==> src/rlycd_pkg.sv <==
// Shared types, character codes and helpers for the serial relay command decoder.
package rlycd_pkg;

    localparam int CHAR_W    = 8;
    localparam int NUM_CHARS = 3;
    localparam int SECS_W    = 7;
    localparam int OUT_W     = 16;

    localparam logic [CHAR_W-1:0] CH_LF    = 8'h0A;
    localparam logic [CHAR_W-1:0] CH_CR    = 8'h0D;
    localparam logic [CHAR_W-1:0] CH_ZERO  = 8'h30;
    localparam logic [CHAR_W-1:0] CH_NINE  = 8'h39;
    localparam logic [CHAR_W-1:0] CH_UP_F  = 8'h46;
    localparam logic [CHAR_W-1:0] CH_UP_L  = 8'h4C;
    localparam logic [CHAR_W-1:0] CH_UP_N  = 8'h4E;
    localparam logic [CHAR_W-1:0] CH_UP_O  = 8'h4F;
    localparam logic [CHAR_W-1:0] CH_LO_A  = 8'h61;
    localparam logic [CHAR_W-1:0] CH_LO_Z  = 8'h7A;
    localparam logic [CHAR_W-1:0] CASE_OFS = 8'h20;

    typedef enum logic [1:0] {
        EV_NONE = 2'd0,
        EV_OK   = 2'd1,
        EV_BAD  = 2'd2,
        EV_DONE = 2'd3
    } event_t;

    typedef struct packed {
        logic [NUM_CHARS-1:0][CHAR_W-1:0] char_store;
        logic [1:0]                       char_count;
        logic                             light_on;
        logic                             fan_on;
        logic [SECS_W-1:0]                countdown;
    } relay_state_t;

    function automatic logic [CHAR_W-1:0] upcase(input logic [CHAR_W-1:0] c);
        logic [CHAR_W-1:0] r;
        r = c;
        if (c >= CH_LO_A && c <= CH_LO_Z) begin
            r = c - CASE_OFS;
        end
        return r;
    endfunction

    function automatic logic is_digit(input logic [CHAR_W-1:0] c);
        return (c >= CH_ZERO) && (c <= CH_NINE);
    endfunction

endpackage

==> src/rlycd_step.sv <==
// Next-state and event logic for one byte or tick beat.
module rlycd_step (
    input  rlycd_pkg::relay_state_t         state,
    input  logic                            is_tick,
    input  logic [rlycd_pkg::CHAR_W-1:0]    rx_byte,
    output rlycd_pkg::relay_state_t         state_next,
    output rlycd_pkg::event_t               ev
);

    logic [rlycd_pkg::CHAR_W-1:0] c0, c1, c2;
    logic [3:0]                   d1, d2;
    logic [rlycd_pkg::SECS_W-1:0] dur;
    logic                         timed_form;
    logic                         w_lon, w_lof, w_fon, w_fof;
    logic [rlycd_pkg::SECS_W-1:0] cnt_dec;

    // Third character is the incoming byte when a command completes.
    assign c0 = state.char_store[0];
    assign c1 = state.char_store[1];
    assign c2 = rx_byte;

    assign d1  = 4'(c1 - rlycd_pkg::CH_ZERO);
    assign d2  = 4'(c2 - rlycd_pkg::CH_ZERO);
    // d1 * 10 as two shifts
    assign dur = {d1, 3'b000} + {2'b00, d1, 1'b0} + {3'b000, d2};

    assign timed_form = (c0 == rlycd_pkg::CH_UP_L) && rlycd_pkg::is_digit(c1)
                        && rlycd_pkg::is_digit(c2);

    assign w_lon = rlycd_pkg::upcase(c0) == rlycd_pkg::CH_UP_L
                   && rlycd_pkg::upcase(c1) == rlycd_pkg::CH_UP_O
                   && rlycd_pkg::upcase(c2) == rlycd_pkg::CH_UP_N;
    assign w_lof = rlycd_pkg::upcase(c0) == rlycd_pkg::CH_UP_L
                   && rlycd_pkg::upcase(c1) == rlycd_pkg::CH_UP_O
                   && rlycd_pkg::upcase(c2) == rlycd_pkg::CH_UP_F;
    assign w_fon = rlycd_pkg::upcase(c0) == rlycd_pkg::CH_UP_F
                   && rlycd_pkg::upcase(c1) == rlycd_pkg::CH_UP_O
                   && rlycd_pkg::upcase(c2) == rlycd_pkg::CH_UP_N;
    assign w_fof = rlycd_pkg::upcase(c0) == rlycd_pkg::CH_UP_F
                   && rlycd_pkg::upcase(c1) == rlycd_pkg::CH_UP_O
                   && rlycd_pkg::upcase(c2) == rlycd_pkg::CH_UP_F;

    assign cnt_dec = state.countdown - 1'b1;

    always_comb begin
        state_next = state;
        ev         = rlycd_pkg::EV_NONE;
        if (is_tick) begin
            if (state.countdown != '0) begin
                state_next.countdown = cnt_dec;
                if (cnt_dec == '0) begin
                    state_next.light_on = 1'b0;
                    ev                  = rlycd_pkg::EV_DONE;
                end
            end
        end else if (state.countdown == '0) begin
            if (rx_byte == rlycd_pkg::CH_LF || rx_byte == rlycd_pkg::CH_CR) begin
                // count never reaches three here, so the command is short
                ev                    = rlycd_pkg::EV_BAD;
                state_next.char_count = 2'd0;
            end else if (state.char_count < 2'd2) begin
                state_next.char_store[state.char_count] = rx_byte;
                state_next.char_count = state.char_count + 2'd1;
            end else begin
                state_next.char_store[2] = rx_byte;
                state_next.char_count    = 2'd0;
                ev                       = rlycd_pkg::EV_BAD;
                if (timed_form) begin
                    if (dur != '0) begin
                        state_next.countdown = dur;
                        state_next.light_on  = 1'b1;
                        ev                   = rlycd_pkg::EV_OK;
                    end
                end else if (w_lon) begin
                    state_next.light_on = 1'b1;
                    ev                  = rlycd_pkg::EV_OK;
                end else if (w_lof) begin
                    state_next.light_on = 1'b0;
                    ev                  = rlycd_pkg::EV_OK;
                end else if (w_fon) begin
                    state_next.fan_on = 1'b1;
                    ev                = rlycd_pkg::EV_OK;
                end else if (w_fof) begin
                    state_next.fan_on = 1'b0;
                    ev                = rlycd_pkg::EV_OK;
                end
            end
        end
    end

endmodule

==> src/serial_relay_command_decoder.sv <==
// Top level of the serial relay command decoder: input register, step logic, result register.
// Each beat goes from the input register through the step logic into the result register.
// Throughput: one beat per cycle; the input register and the result register each
// advance whenever the stage after them is empty or drains in the same cycle.
// Reset (aresetn low, synchronous): both registers empty, command buffer, char
// count, relays and countdown cleared.
module serial_relay_command_decoder (
    input  logic                          aclk,
    input  logic                          aresetn,
    // input beat
    input  logic                          s_tvalid,
    output logic                          s_tready,
    input  logic [rlycd_pkg::CHAR_W-1:0]  s_tdata,   // [7:0] rx_byte
    input  logic                          s_tuser,   // [0] operation (1 = tick)
    // result beat
    output logic                          m_tvalid,
    input  logic                          m_tready,
    output logic [rlycd_pkg::OUT_W-1:0]   m_tdata    // [0] light_relay, [1] fan_relay,
                                                     // [3:2] event_res, [10:4] seconds_left
);

    // Input register
    logic                          in_valid_reg;
    logic                          in_tick_reg;
    logic [rlycd_pkg::CHAR_W-1:0]  in_byte_reg;

    // Decoder state
    rlycd_pkg::relay_state_t       state_reg;
    rlycd_pkg::relay_state_t       state_next;
    rlycd_pkg::event_t             ev;

    // Result register
    logic                          out_valid_reg;
    logic [rlycd_pkg::OUT_W-1:0]   out_data_reg;
    logic [rlycd_pkg::OUT_W-1:0]   out_data_next;

    logic                          advance;

    // Process the held beat when the result register is free or drains now.
    assign advance  = in_valid_reg && (!out_valid_reg || m_tready);
    // Take a new beat whenever the input register is empty or empties this cycle.
    assign s_tready = !in_valid_reg || advance;

    rlycd_step u_step (
        .state      (state_reg),
        .is_tick    (in_tick_reg),
        .rx_byte    (in_byte_reg),
        .state_next (state_next),
        .ev         (ev)
    );

    // Pack the result: relays, event code, then seconds left, zero-filled to 16 bits.
    assign out_data_next = {5'b00000, state_next.countdown, ev,
                            state_next.fan_on, state_next.light_on};

    always_ff @(posedge aclk) begin
        if (!aresetn) begin
            in_valid_reg <= 1'b0;
        end else if (s_tready) begin
            in_valid_reg <= s_tvalid;
        end
    end

    // Hold the payload while the beat waits; load on every accept.
    always_ff @(posedge aclk) begin
        if (s_tvalid && s_tready) begin
            in_tick_reg <= s_tuser;
            in_byte_reg <= s_tdata;
        end
    end

    // Advance the command state once per processed beat.
    always_ff @(posedge aclk) begin
        if (!aresetn) begin
            state_reg <= '0;
        end else if (advance) begin
            state_reg <= state_next;
        end
    end

    always_ff @(posedge aclk) begin
        if (!aresetn) begin
            out_valid_reg <= 1'b0;
        end else if (advance) begin
            out_valid_reg <= 1'b1;
        end else if (m_tready) begin
            out_valid_reg <= 1'b0;
        end
    end

    always_ff @(posedge aclk) begin
        if (advance) begin
            out_data_reg <= out_data_next;
        end
    end

    assign m_tvalid = out_valid_reg;
    assign m_tdata  = out_data_reg;

endmodule
==> config.mk <==
export PLATFORM = sky130hd
export DESIGN_NAME = serial_relay_command_decoder
export DESIGN_NICKNAME = d
export VERILOG_FILES = /design/src/rlycd_pkg.sv /design/src/rlycd_step.sv /design/src/serial_relay_command_decoder.sv
export SDC_FILE = /design/constraint.sdc
export NUM_CORES = 1
export LEC_CHECK = 0
export ABC_AREA = 1
export BUFFER_PORTS_ARGS = -buffer_cell sky130_fd_sc_hd__buf_4
export CAP_MARGIN = 10
export CELL_PAD_IN_SITES_DETAIL_PLACEMENT = 0
export CELL_PAD_IN_SITES_GLOBAL_PLACEMENT = 1
export CORE_UTILIZATION = 46
export CTS_BUF_LIST = sky130_fd_sc_hd__clkbuf_4 sky130_fd_sc_hd__clkbuf_8
export DETAILED_ROUTE_END_ITERATION = 10
export GPL_TIMING_DRIVEN = 0
export MAX_ROUTING_LAYER = met4
export PLACE_DENSITY = 0.87
export SKIP_CTS_REPAIR_TIMING = 1
export SLEW_MARGIN = 20
export SYNTH_ARGS = -nofsm -noshare
export SYNTH_HDL_FRONTEND = slang
export SYNTH_SLANG_ARGS = --single-unit
==> constraint.sdc <==
create_clock -name aclk -period 2.9 [get_ports aclk]
set_input_delay 0.29 -clock aclk [delete_from_list [all_inputs] [get_ports aclk]]
set_output_delay 0.29 -clock aclk [all_outputs]
set_load 0.05 [all_outputs]
==> qor.txt <==
Run status: finished clean
Finished Cell Area: 3430 µm²
HPWL Detailed: 4960 µm
Yosys warnings: 0
Final #Nets: 429
Leak: 1.51 nW
Clock Tree Root: clkbuf_8
H-tree Lvls: 2
Tmin final: 2.82 ns
Synth unique cells: 43
Final hold violations: 0
Headroom to the max-slew limit: 59.4%
EDFF count, synth: 20
Deepest clock path buffer count: 2
Worst setup SP type: flop
DRC viols: 0
Row count: 28
Final hold slack: 0.154 ns
Most frequent cells in the layout: 59 x nand2_1, 39 x inv_1, 37 x buf_4, 32 x nor2_1, 29 x dfxtp_1
IO Port Bufs: 25
Reg power frac: 53.0%
Fmax achieved: 355 MHz
Placed cell areas: 3280 µm²
Async set or reset register ratio after synthesis: 0%
Sw frac: 31.1%
Synth Register Bits: 49
Placement Setup Slack: 0.0203 ns
Drt pass-1 iters: 4
Worst Skew: 0.00861 ns
Clk slew on worst S/H paths: 0.09 ns
Comb pwr share: 20.5%
Final worst slack: 0.0838 ns
Period utilization: 97.1%
Primary FF master, synth: dfxtp_1
Die area: 6820 µm²
CP endpoint kind: flop
Largest net degree at the start of global routing: 18
Die X: 82.6 µm
Worst Path Max Fanout: 5
Synthesized area: 2990 µm²
Initial DRC Count: 90
First-pass GRT wire length: 10,400 µm
# setup viols final: 0
Area grow syn2layout: 14.7%
Worst hold path type: in -> reg
Clock network power share: 26.5%
Required time worst endpoint: 2.97 ns
TritonCTS Sinks: 49
Worst-Margin Slew: 0.609 ns
Total number of vias: 2,460
Total CTS buffers: 5
Die height: 82.6 µm
CTS tree: built
Share of cells above drive strength 1: 25.2%
P_sw: 0.462 mW
Mean cell area of the mapped netlist: 8.32 µm²
Slew Limit Fails: 0
Initial Utilization: 49.0%
Core Region: 6100 µm²
FF-to-FF setup slack: 0.08 ns
Syn Inst Count: 359
Most common cell after layout, fill and taps aside: nand2_1
Total grt overflow: 0
Worst IR Drop VDD: 0.000266 V
Area share of the largest cell type after synthesis: 20.1%
Final WL: 6440 µm
Synth area leaders: edfxtp_1 20%, dfxtp_1 19%, nand2_1 7.4%
Post-DR vias/cell: 5.17
Seq/Total Area, Yosys: 39.5%
Wire per inst: 13.5 µm
Post-route ant nets: 0
Max Cap Violations: 0
Antenna violations before repair: 0
Worst skew pair latency: 0.31 ns
Crit path kind: reg -> reg
Diodes inserted: 0
Total GRT Usage: 20.9%
Max reg flops: 27
RePlAce Congestion: 0.848
Int Pwr: 1.02 mW
Worst Path Arrival: 2.88 ns
I/O pin count: 31
Vias in the first global route: 2,283
Cell taking the most area after synthesis: edfxtp_1
PD cells: 433 nW/µm²
==> kinds of logic (layout without fill, tap and decap cells) <==
logic type	Yosys count	count (layout)	synth area share, %
other	1	5	0.126
adders and majority gates	16	16	7.21
AOI/OAI and AO/OA	68	68	13.9
buffers and inverters	64	102	9.59
DFF	49	49	39.5
and+or+nand+nor	154	154	27.6
xor gates and xnor gates	7	7	2.05
==> per-stage QoR <==
step                      utilization (%)   TNS, ns  std cells  power (mW)
final                                56.2         0        476        1.48
after global routing                 56.2   -0.0324        476        1.55
after CTS                            55.2  -0.00926        471        1.49
after detailed placement             53.9         0        463        1.10
after global placement               53.9         0        463        1.09
after floorplan                         -         0        363        1.02
==> routing by layer <==
layer,track usage (%),vias up,share of wire [%],routed length (µm)
met4,5.69,0,1.2,79
met3,3.30,8,4.4,284
li1,-,1269,-,-
met1,26.1,1128,47,3000
met5,-,-,0,0
met2,35.2,55,48,3080
==> final cells by class <==
class | instances | area (µm²)
Timing Repair Buffer | 30 | 225
Multi-Input combinational cell | 250 | 1560
Clock inverter | 3 | 12.5
Tap cell | 75 | 93.8
Fill cell | 596 | 2670
Buffer | 10 | 76.3
Inverter | 54 | 210
Sequential cell | 49 | 1180
Clock buffer | 5 | 68.8
==> power by group through the flow <==
stage               combinational, mW  sequential [mW]  clock, mW
detailed placement              0.296            0.804          0
finish                          0.304            0.787      0.394
global placement                0.290            0.802          0
global route                    0.335            0.792      0.423
floorplan                       0.190            0.834          0
CTS                             0.297            0.788      0.407
==> cells in the mapped netlist, types with 3 or more instances <==
| library cell | count |
|---|---|
| nor3_1 | 9 |
| edfxtp_1 | 20 |
| a21oi_1 | 24 |
| nand3_1 | 17 |
| o21ai_0 | 5 |
| nor2_1 | 32 |
| inv_1 | 39 |
| nand4_1 | 6 |
| buf_4 | 7 |
| nand2_1 | 59 |
| a211oi_1 | 4 |
| nor2_4 | 3 |
| xor2_1 | 5 |
| o211ai_1 | 3 |
| o21ai_1 | 19 |
| dfxtp_1 | 29 |
| nand3_2 | 6 |
| o21ai_2 | 3 |
| inv_2 | 13 |
| ha_1 | 14 |
| a211oi_2 | 4 |
| nand2_2 | 9 |
==> worst max-delay path, stage by stage (launching register included) <==
cell and delay (ns):
edfxtp_1 0.51, fa_1 0.62, fa_2 0.48, nor4_2 0.29
nand3_1 0.21, nor2_2 0.14, inv_1 0.06, nand2_1 0.07
a21oi_2 0.06, nand2_2 0.09, nand2_1 0.05
==> worst paths after layout <==
kind | startpoint | to | cells after the start
max | in_byte_reg[3]$_DFFE_PP_ | m_tdata[0]$_DFFE_PP_ | 10
min | s_tdata[1] | in_byte_reg[1]$_DFFE_PP_ | 1
max reg2reg | in_byte_reg[3]$_DFFE_PP_ | m_tdata[0]$_DFFE_PP_ | 10
min reg2reg | state_reg[17]$_SDFFE_PN0P_ | state_reg[17]$_SDFFE_PN0P_ | 2
(Power assumes the default switching activity.)
